===== src/hw/rtl/dts_pkg.sv =====
// ----------------------------------------------------------------------------
// dts_pkg
// Shared types and constants of the delay task scheduler.
// ----------------------------------------------------------------------------
package dts_pkg;

  localparam int unsigned MaxTasks = 8;
  localparam int unsigned IdxW     = 3;
  localparam int unsigned CntW     = 4;

  typedef enum logic [2:0] {
    OP_ADD    = 3'd0,
    OP_TICK   = 3'd1,
    OP_SWITCH = 3'd2,
    OP_RETRY  = 3'd3,
    OP_READ   = 3'd4
  } op_e;

  typedef enum logic [1:0] {
    STAT_DONE = 2'd0,
    STAT_FULL = 2'd1,
    STAT_NONE = 2'd2
  } status_e;

  typedef enum logic [1:0] {
    S_IDLE,
    S_TICK,
    S_SEARCH,
    S_FOUND
  } state_e;

endpackage


===== src/hw/rtl/delay_task_scheduler.sv =====
// ----------------------------------------------------------------------------
// delay_task_scheduler
// Task table of a round-robin cooperative scheduler: add task, tick,
// delay and switch, retry search, read lowest stack pointer.
//
//  channel  | handshake      | ports
//  ---------+----------------+-----------------------------------------------
//  command  | start, busy    | opcode_i, stack_pointer_i, entry_address_i,
//           |                | delay_ticks_i, tick_amount_i, task_index_i
//  result   | done_o strobe  | status_o, task_count_o, next_task_o,
//           |                | restore_sp_o, start_valid_o, start_address_o,
//           |                | min_stack_o
//
//  Add, read and unused opcodes: result in the cycle after start, no busy.
//  Tick: runs over all T defined tasks; one delay entry per cycle goes
//  through the shared subtract and compare unit.
//  Switch and retry: up to T entries, one tested per cycle; then the
//  S_FOUND state for the registered read of the saved stack memory.
//  Reset takes effect at once; there is no clearing pass. done_o lasts one
//  cycle and cannot be stalled.
// ----------------------------------------------------------------------------
module delay_task_scheduler import dts_pkg::*; (
  input  logic        clk_i,
  input  logic        rst_ni,
  input  logic        start,
  output logic        busy,
  input  logic [2:0]  opcode_i,
  input  logic [15:0] stack_pointer_i,
  input  logic [15:0] entry_address_i,
  input  logic [15:0] delay_ticks_i,
  input  logic [7:0]  tick_amount_i,
  input  logic [2:0]  task_index_i,
  output logic        done_o,
  output logic [1:0]  status_o,
  output logic [3:0]  task_count_o,
  output logic [2:0]  next_task_o,
  output logic [15:0] restore_sp_o,
  output logic        start_valid_o,
  output logic [15:0] start_address_o,
  output logic [15:0] min_stack_o
);

  state_e            state_q, state_d;
  logic [IdxW-1:0]   idx_q, idx_d;
  logic [IdxW-1:0]   cnt_q, cnt_d;
  logic [7:0]        amt_q, amt_d;
  logic [IdxW-1:0]   running_q, running_d;
  logic [CntW-1:0]   defined_q, defined_d;

  logic [15:0]       pending_q [MaxTasks];
  logic [15:0]       pending_d [MaxTasks];
  logic [15:0]       delay_q   [MaxTasks];
  logic [15:0]       delay_d   [MaxTasks];
  logic [15:0]       lowest_q  [MaxTasks];
  logic [15:0]       lowest_d  [MaxTasks];

  logic [15:0]       saved_mem [MaxTasks];
  logic              sv_we;
  logic [IdxW-1:0]   sv_waddr;
  logic [15:0]       sv_wdata;
  logic [15:0]       sv_rdata_q;

  logic              done_q, done_d;
  status_e           status_q, status_d;
  logic [CntW-1:0]   count_q, count_d;
  logic [IdxW-1:0]   next_q, next_d;
  logic [15:0]       rsp_q, rsp_d;
  logic              sval_q, sval_d;
  logic [15:0]       saddr_q, saddr_d;
  logic [15:0]       mins_q, mins_d;

  logic              accept;
  logic [CntW-1:0]   idx_inc, run_inc, cnt_inc;
  logic [IdxW-1:0]   idx_nxt, run_nxt;
  logic [IdxW-1:0]   rd_idx;
  logic [15:0]       lowest_rd;
  logic [15:0]       dly_cur;
  logic [15:0]       amt_ext;
  logic [IdxW-1:0]   add_idx;

  assign accept    = start && !busy;
  assign busy      = (state_q != S_IDLE);

  assign idx_inc   = {1'b0, idx_q} + CntW'(1);
  assign idx_nxt   = (idx_inc == defined_q) ? '0 : idx_inc[IdxW-1:0];
  assign run_inc   = {1'b0, running_q} + CntW'(1);
  assign run_nxt   = (run_inc == defined_q) ? '0 : run_inc[IdxW-1:0];
  assign cnt_inc   = {1'b0, cnt_q} + CntW'(1);
  assign add_idx   = defined_q[IdxW-1:0];

  assign rd_idx    = (op_e'(opcode_i) == OP_READ) ? task_index_i : running_q;
  assign lowest_rd = lowest_q[rd_idx];
  assign dly_cur   = delay_q[idx_q];
  assign amt_ext   = {8'b0, amt_q};

  always_comb begin
    state_d   = state_q;
    idx_d     = idx_q;
    cnt_d     = cnt_q;
    amt_d     = amt_q;
    running_d = running_q;
    defined_d = defined_q;
    pending_d = pending_q;
    delay_d   = delay_q;
    lowest_d  = lowest_q;
    sv_we     = 1'b0;
    sv_waddr  = running_q;
    sv_wdata  = stack_pointer_i;
    done_d    = 1'b0;
    status_d  = status_q;
    count_d   = count_q;
    next_d    = next_q;
    rsp_d     = rsp_q;
    sval_d    = sval_q;
    saddr_d   = saddr_q;
    mins_d    = mins_q;

    case (state_q)
      S_IDLE: begin
        if (accept) begin
          status_d = STAT_DONE;
          count_d  = '0;
          next_d   = '0;
          rsp_d    = '0;
          sval_d   = 1'b0;
          saddr_d  = '0;
          mins_d   = '0;
          case (op_e'(opcode_i))
            OP_ADD: begin
              done_d      = 1'b1;
              lowest_d[0] = 16'hFFFF;
              pending_d[0] = '0;
              if (defined_q >= CntW'(MaxTasks)) begin
                status_d = STAT_FULL;
              end else begin
                sv_we              = 1'b1;
                sv_waddr           = add_idx;
                pending_d[add_idx] = entry_address_i;
                delay_d[add_idx]   = '0;
                lowest_d[add_idx]  = 16'hFFFF;
                defined_d          = defined_q + CntW'(1);
                count_d            = defined_q + CntW'(1);
              end
            end
            OP_TICK: begin
              if (stack_pointer_i < lowest_rd) begin
                lowest_d[running_q] = stack_pointer_i;
              end
              amt_d   = tick_amount_i;
              idx_d   = '0;
              state_d = S_TICK;
            end
            OP_SWITCH: begin
              sv_we              = 1'b1;
              delay_d[running_q] = delay_ticks_i;
              idx_d              = run_nxt;
              cnt_d              = '0;
              state_d            = S_SEARCH;
            end
            OP_RETRY: begin
              idx_d   = run_nxt;
              cnt_d   = '0;
              state_d = S_SEARCH;
            end
            OP_READ: begin
              done_d = 1'b1;
              if ({1'b0, task_index_i} < defined_q) begin
                mins_d = lowest_rd;
              end
            end
            default: begin
              done_d = 1'b1;
            end
          endcase
        end
      end
      S_TICK: begin
        delay_d[idx_q] = (dly_cur > amt_ext) ? (dly_cur - amt_ext) : '0;
        if (idx_inc == defined_q) begin
          done_d  = 1'b1;
          state_d = S_IDLE;
        end else begin
          idx_d = idx_inc[IdxW-1:0];
        end
      end
      S_SEARCH: begin
        if (dly_cur == '0) begin
          state_d = S_FOUND;
        end else if (cnt_inc == defined_q) begin
          status_d = STAT_NONE;
          done_d   = 1'b1;
          state_d  = S_IDLE;
        end else begin
          idx_d = idx_nxt;
          cnt_d = cnt_inc[IdxW-1:0];
        end
      end
      S_FOUND: begin
        running_d = idx_q;
        next_d    = idx_q;
        rsp_d     = sv_rdata_q;
        if (pending_q[idx_q] != '0) begin
          sval_d           = 1'b1;
          saddr_d          = pending_q[idx_q];
          pending_d[idx_q] = '0;
        end
        done_d  = 1'b1;
        state_d = S_IDLE;
      end
      default: begin
        state_d = S_IDLE;
      end
    endcase
  end

  always_ff @(posedge clk_i or negedge rst_ni) begin
    if (!rst_ni) begin
      state_q   <= S_IDLE;
      running_q <= '0;
      defined_q <= CntW'(1);
      done_q    <= 1'b0;
      for (int i = 0; i < MaxTasks; i++) begin
        pending_q[i] <= '0;
        delay_q[i]   <= '0;
        lowest_q[i]  <= 16'hFFFF;
      end
    end else begin
      state_q   <= state_d;
      running_q <= running_d;
      defined_q <= defined_d;
      done_q    <= done_d;
      pending_q <= pending_d;
      delay_q   <= delay_d;
      lowest_q  <= lowest_d;
    end
  end

  always_ff @(posedge clk_i) begin
    idx_q    <= idx_d;
    cnt_q    <= cnt_d;
    amt_q    <= amt_d;
    status_q <= status_d;
    count_q  <= count_d;
    next_q   <= next_d;
    rsp_q    <= rsp_d;
    sval_q   <= sval_d;
    saddr_q  <= saddr_d;
    mins_q   <= mins_d;
  end

  always_ff @(posedge clk_i) begin
    if (sv_we) begin
      saved_mem[sv_waddr] <= sv_wdata;
    end
    sv_rdata_q <= saved_mem[idx_q];
  end

  assign done_o          = done_q;
  assign status_o        = status_q;
  assign task_count_o    = count_q;
  assign next_task_o     = next_q;
  assign restore_sp_o    = rsp_q;
  assign start_valid_o   = sval_q;
  assign start_address_o = saddr_q;
  assign min_stack_o     = mins_q;

`ifndef SYNTHESIS
  a_done_idle: assert property (@(posedge clk_i) disable iff (!rst_ni)
    done_o |-> !busy)
    else $error("result strobe while busy");

  a_defined_range: assert property (@(posedge clk_i) disable iff (!rst_ni)
    (defined_q >= CntW'(1)) && (defined_q <= CntW'(MaxTasks)))
    else $error("defined task count out of range");

  a_running_range: assert property (@(posedge clk_i) disable iff (!rst_ni)
    {1'b0, running_q} < defined_q)
    else $error("running task beyond defined tasks");

  a_none_clean: assert property (@(posedge clk_i) disable iff (!rst_ni)
    (done_o && status_o == STAT_NONE) |-> (!start_valid_o && restore_sp_o == '0))
    else $error("no-ready result carries task data");

  a_search_bound: assert property (@(posedge clk_i) disable iff (!rst_ni)
    (state_q == S_SEARCH) |-> ({1'b0, cnt_q} < defined_q))
    else $error("search visited more entries than defined");
`endif

endmodule

===== config.mk =====
export PLATFORM = sky130hd
export DESIGN_NAME = delay_task_scheduler
export DESIGN_NICKNAME = d
export VERILOG_FILES = /design/src/hw/rtl/dts_pkg.sv /design/src/hw/rtl/delay_task_scheduler.sv
export SDC_FILE = /design/constraint.sdc
export NUM_CORES = 1
export LEC_CHECK = 0
export BUFFER_PORTS_ARGS = -buffer_cell sky130_fd_sc_hd__buf_2
export CAP_MARGIN = 20
export CORE_MARGIN = 1.5
export CORE_UTILIZATION = 35
export DETAILED_ROUTE_END_ITERATION = 8
export HOLD_SLACK_MARGIN = 0.15
export PLACE_DENSITY = 0.52
export REMOVE_ABC_BUFFERS = 1
export SLEW_MARGIN = 40
export SYNTH_ARGS = -nofsm -noshare
export SYNTH_HDL_FRONTEND = slang
export SYNTH_SLANG_ARGS = --single-unit

===== constraint.sdc =====
create_clock -name clk_i -period 6.05 [get_ports clk_i]
set_clock_uncertainty 0.05 [all_clocks]
set_input_delay 0.3025 -clock clk_i [delete_from_list [all_inputs] [get_ports clk_i]]
set_output_delay 0.3025 -clock clk_i [all_outputs]
set_load 0.01 [all_outputs]

# Word-level counts from Yosys, hierarchy flattened
# Memories as Yosys holds them, arrays and structs flattened. A register that Yosys moved wholly into a read port is not among the register bits.
# Index checks and enable logic that the tools add are counted.
[word_totals]
ff_bits = 466
output_inout_bits = 60
mem_bits_rw = 128
wordCells = 208
inputBits = 65
mem_count = 1
[classes]
n_reduce_logical = 33
eq_ne = 26
addsub = 5
order_cmp = 11
n_bitwise = 11
n_mux = 83
[mem_list]
columns = ["memory", "words", "word_bits", "read_ports", "rd_ports_with_merged_regs", "wr", "line_no", "rtl"]
rows = [
  ["saved_mem", 8, 16, 1, 1, 1, "delay_task_scheduler.sv:57", "logic [15:0] saved_mem [MaxTasks];"],
]
[ops]
columns = ["operator", "n"]
rows = [
  ["$mux 128", 8],
  ["$pmux 128 s2", 4],
  ["$bwmux 128", 4],
  ["$and 128x128->128", 2],
  ["$not 128->128", 2],
  ["$mux 16", 12],
  ["$bmux 16 s3", 3],
  ["$demux 16 s3", 3],
  ["$or 128x128->128", 1],
  ["$pmux 16 s2", 2],
  ["$mux 3", 16],
  ["$reduce_and 4->1", 6],
  ["$ne 2x2->1 const B", 11],
  ["$ge 4x4->1 const B", 5],
  ["$pmux 3 s2", 3],
  ["$gt 16x8->1", 1],
  ["$logic_not 16->1", 1],
  ["$lt 16x16->1", 1],
  ["$not 3->4", 4],
  ["$reduce_bool 16->1", 1],
  ["$sub 16x8->16", 1],
  ["$reduce_and 5->1", 3],
  ["$mux 1", 14],
  ["$mux 2", 7],
  ["31 further kinds", 54],
]

# Longest topological paths before layout
[logic_depth]
word_depth = 11
mapped_depth = 20
mapped_depth_nobuf = 14

# Least setup slack after synthesis
# No wires, ideal clock.
[synth_path]
path_kind = "input -> register"
start = "input port opcode_i[0]"
end = "register lowest_q[117] in the netlist's numbering"
n_path_buf = 4
t_required_ns = 5.924
arrival_ns = 4.934
setup_slack_ns = 0.990
setup_time_ns = 0.076
cell_stages = 18
path_cell_list = "clkbuf_1 > nor2_1 > and2_1 > clkbuf_1 > mux2i_1 > buf_1 > mux4_2 > mux2i_1 > ha_1 > a21o_1 > a21o_1 > a21oi_1 > o311ai_0 > o21bai_1 > nor3_1 > o21ai_1 > clkbuf_1 > mux2i_1"
[synth_between]
elab_chain_len = 9
elab_cells_between_ends = 13
classes_between = "1 x order compare; 3 x eq/ne; 5 x mux; 1 x bitwise; 3 x reduce/logical"
[synth_lines]
columns = ["item", "line_no", "rtl"]
rows = [
  ["from (decl)", "delay_task_scheduler.sv:27", "input logic [2:0] opcode_i,"],
  ["$eq 3x3->1", "delay_task_scheduler.sv:91", "assign rd_idx = (op_e'(opcode_i) == OP_READ) ? task_index_i : running_q;"],
  ["$mux 3", "delay_task_scheduler.sv:91", ""],
  ["$not 3->4 (not written as such)", "delay_task_scheduler.sv:92", "assign lowest_rd = lowest_q[rd_idx];"],
  ["$bmux 16 s3", "delay_task_scheduler.sv:92", ""],
  ["$mux 16 (not written as such) (2 in series)", "delay_task_scheduler.sv:92", ""],
  ["$lt 16x16->1", "delay_task_scheduler.sv:146", "if (stack_pointer_i < lowest_rd) begin"],
  ["$ne 2x2->1 (no source line)", "-", ""],
  ["$reduce_and 4->1 (no source line)", "-", ""],
  ["to (signal assigned)", "delay_task_scheduler.sv:234", "lowest_q <= lowest_d;"],
  ["to (decl)", "delay_task_scheduler.sv:54", "logic [15:0] lowest_q [MaxTasks];"],
]
# Several ways; a longest one is shown, not always the timed one. The select of a mux whose other input is x is not followed.
# A chain may end at the register's enable or synchronous reset.

# Worst setup path in the final report
[layout_path]
start = "input port opcode_i[0]"
end = "register lowest_q[12] in the netlist's numbering"
[layout_between]
elab_chain_len = 9
elab_cells_between_ends = 14
classes_between = "1 x order compare; 4 x eq/ne; 5 x mux; 1 x bitwise; 3 x reduce/logical"
[layout_lines]
columns = ["item", "line_no"]
rows = [
  ["$eq 3x3->1", "delay_task_scheduler.sv:91"],
  ["$mux 3", "delay_task_scheduler.sv:91"],
  ["$not 3->4 (not written as such)", "delay_task_scheduler.sv:92"],
  ["$bmux 16 s3", "delay_task_scheduler.sv:92"],
  ["$mux 16 (not written as such) (2 in series)", "delay_task_scheduler.sv:92"],
  ["$lt 16x16->1", "delay_task_scheduler.sv:146"],
  ["$ne 2x2->1 (no source line)", "-"],
  ["$reduce_and 5->1 (no source line)", "-"],
]
# Several ways; a longest one is shown, not always the timed one. The select of a mux whose other input is x is not followed.

==> run metrics <==
sinks on the clock net=610; Slowest Stage Delay on Critical Path=610 ps; Root Driver=sky130_fd_sc_hd__clkbuf_16; EDFF count, synth=200; register-to-register setup slack=1100 ps; wire per inst=26.61 µm; crit path to=lowest_q[12]; Syn Inst Count=2649; final setup fails=0; clock buffers created by TritonCTS=70; slowest cell on the critical path=sky130_fd_sc_hd__dlygate4sd3_1; total number of nets in the final design=2886; DRC violations left=0; required arrival time at the worst endpoint=6530 ps; dominant register cell in the synthesized netlist=sky130_fd_sc_hd__dfrtp_1; buffers inserted during post-CTS setup optimization=0; static leakage=14.61 nW; via total after detailed routing=23340; critical path fanouts, max=22; arrival time at the worst endpoint=5800 ps; via count of the first global-routing pass=23500; unrepaired setup endpoints after global routing=false; cell-by-cell trace of the critical path=dlygate4sd3_1, buf_2, nor2_1, and2_1, mux2i_4, buf_12, mux4_2, mux2i_1, ha_1, a21o_1, a21o_1, a21oi_1, o21bai_1, nor3_2, nand2_1, o22a_1; commonest non-fill, non-tap cell in the layout=sky130_fd_sc_hd__nor2_1; cell area after technology mapping=0.02999 mm²; flops & latches, synth=610; result of the run=finished, final reports clean; # placed instances=3813; number of cell rows=107; final worst path period share=87.87%; combined area of the multi-input logic cells=0.01278 mm²; core footprint=0.08501 mm²; final-layout worst hold slack=238.3 ps; global route total overflow=0; path type of the worst min-delay path=in2reg; number of iterations in the first detailed-routing pass=6; placed inst area=0.03235 mm²; final instance count without filler cells=3984; ports placed on the boundary=125; Die Outline Area=0.08744 mm²; Unique masters post-synth=83; share of synthesized registers carrying an async set or reset=64.59%; number of vias per cell=5.857; first-iteration detailed-routing DRC count=2290; commonest cells after routing, fill and taps aside=sky130_fd_sc_hd__nor2_1 (348), sky130_fd_sc_hd__dfrtp_1 (265), sky130_fd_sc_hd__edfxtp_1 (200), sky130_fd_sc_hd__a22oi_1 (192), sky130_fd_sc_hd__mux2i_1 (167); clock latency of the later-clocked register in the worst-skew pair=630 ps; clock period minus final worst setup slack=5316 ps; sequential element share of the synthesized area=54.51%; R2R depth=15; max-slew violations=0; height of the die=295.7 µm; total half-perimeter wirelength after legalization and detailed placement=68.04 mm; Reg clk slew, reported paths=60 ps; antenna violations before repair=2; synthesized area per cell=11.32 µm²; Post-DRT Antenna Nets=0; category of the worst setup path capture point=register; power density over the cells=562.2 mW/mm²; wirelength, routed=106.0 mm; largest net degree at the start of global routing=102; count of input and output buffers=124; slew of the pin with the lowest slew margin=919.2 ps; maximum buffer depth of the clock tree=3; cell mode on critical path=sky130_fd_sc_hd__a21o_1; initial core utilization=35.27%; launching element of the worst setup path=opcode_i[0]; global placement routability congestion=0.9468; first-pass GRT wire length=156.5 mm; startpoint of the worst register-to-register path=idx_q[1]; share of post-route cells with drive strength above 1=21.25%; overall routing resource usage=24.09%; achievable frequency=188.1 MHz; horizontal extent of the die=295.7 µm; Warnings, synthesis=0; Worst IR Drop VDD=253.6 µV; filler instances=8039; worst flop-to-flop path endpoint=delay_q[38]; Crit Path Class=in2reg; hold violation total from the final report=0; area overhead of the layout relative to synthesis=17.22%; critical path startpoint category=primary input; slew margin rel.=38.59%; CTS tree=built; storage element area=0.01635 mm²; max-cap viol count=0; level count of the clock H-tree=3; fin area=0.03515 mm²
==> synth_stat cells (all sizes together) (5+ instances only) <==
cell type    n  area, µm²
nand2      133      499.2
nand4       14      87.58
nand2b      12      75.07
clkbuf     147      558.0
nor3        19      100.1
edfxtp     200       6006
a221o        5      50.05
a22oi      193       1454
dfstp      129       3390
inv         42      157.7
xor2         5      43.79
ha          34      425.4
buf         74      375.4
mux2i      170       1702
o21ai      151      755.7
a221oi      23      207.7
a21oi      110      550.5
nand3       17      85.08
a22o       138       1209
o22ai        8      50.05
mux4        60       1393
dfrtp      265       6631
mux2        24      274.0
xnor2       22      192.7
and2        61      381.6
or2          6      40.04
nor2b       46      287.8
dfxtp       16      320.3
a21o         8      60.06
o21a        10      75.07
and3        11      68.82
or4          6      45.04
a31oi       40      250.2
nor2       356       1336
o22a        43      376.6
==> timing repair <==
item	CTS	global route
hold endpoints to repair	461	0
hold buffers	44	0
gates resized for setup	0	0
endpoints found under the setup margin	0	0
==> metal layers <==
layer | vias up | global-route usage [%] | wire (µm)
li1 | 10100 | - | -
met1 | 11810 | 33.36 | 45320
met2 | 1202 | 37.45 | 48270
met3 | 228 | 4.399 | 8830
met4 | 0 | 9.193 | 3581
met5 | - | 0.3880 | 0
==> final cells by class <==
type	instances	area share, %
flip-flops and latches	610	46.51
diodes	2	0.01424
inverters	42	0.4485
clock inverters	20	0.5624
well taps	1144	4.072
clock buffers	104	6.023
multi-input cells	1776	36.35
repair buffers	286	6.023
==> how the worst min path moves through the flow <==
stage	start	depth (start not counted)	to
global placement	rst_ni	1	delay_q[35]
global route	start	5	state_q[1]
detailed placement	rst_ni	1	delay_q[104]
CTS	start	5	idx_q[2]
finish	start	5	state_q[1]
floorplan	rst_ni	0	defined_q[1]
==> power by group <==
part           internal [W]  switching (W)  total (W)  leakage, nW
sequential          0.00580       0.000916    0.00672         6.74
combinational       0.00323        0.00551    0.00874         6.72
clock               0.00255        0.00176    0.00431         1.14
==> worst max-delay path, delay by kind of cell <==
| family | cells | cell delay [ps] |
|---|---|---|
| simple gates | 4 | 1720 |
| buf+inv | 3 | 1120 |
| fa+ha+maj | 1 | 290 |
| mux | 3 | 1360 |
| compound gates | 5 | 980 |
==> per-stage QoR <==
| stage | setup WS [ps] | setup TNS [ps] | total power, W | util [%] |
|---|---|---|---|---|
| finish | 733.7 | 0 | 0.01976 | 41.35 |
| detailed placement | 769.3 | 0 | 0.01524 | 38.05 |
| floorplan | -804.0 | -97740 | 0.01180 | - |
| CTS | 765.2 | 0 | 0.01964 | 41.29 |
| global placement | 476.4 | 0 | 0.01495 | 37.77 |
| global route | 334.7 | 0 | 0.02076 | 41.34 |
==> state kept, by name, indices dropped and copies added (netlist names), 4 cells and up <==
| signal | flops |
|---|---|
| amt_q | 8 |
| defined_q | 4 |
| delay_q | 128 |
| lowest_q | 128 |
| min_stack_o | 16 |
| pending_q | 128 |
| restore_sp_o | 16 |
| saved_mem | 128 |
| start_address_o | 16 |
| sv_rdata_q | 16 |
| task_count_o | 4 |
==> logic make-up (layout without fill, tap and decap cells) <==
family | count (synthesis) | after routing | share of synthesized area, %
compound gates | 762 | 762 | 17.81
simple gates | 698 | 698 | 10.53
flops | 610 | 610 | 54.51
buf+inv | 263 | 452 | 3.638
mux | 254 | 254 | 11.23
fa+ha+maj | 35 | 35 | 1.485
xor+xnor | 27 | 27 | 0.7886
other cells | 0 | 2 | 0
No activity file was read; power rests on OpenSTA's default activity.
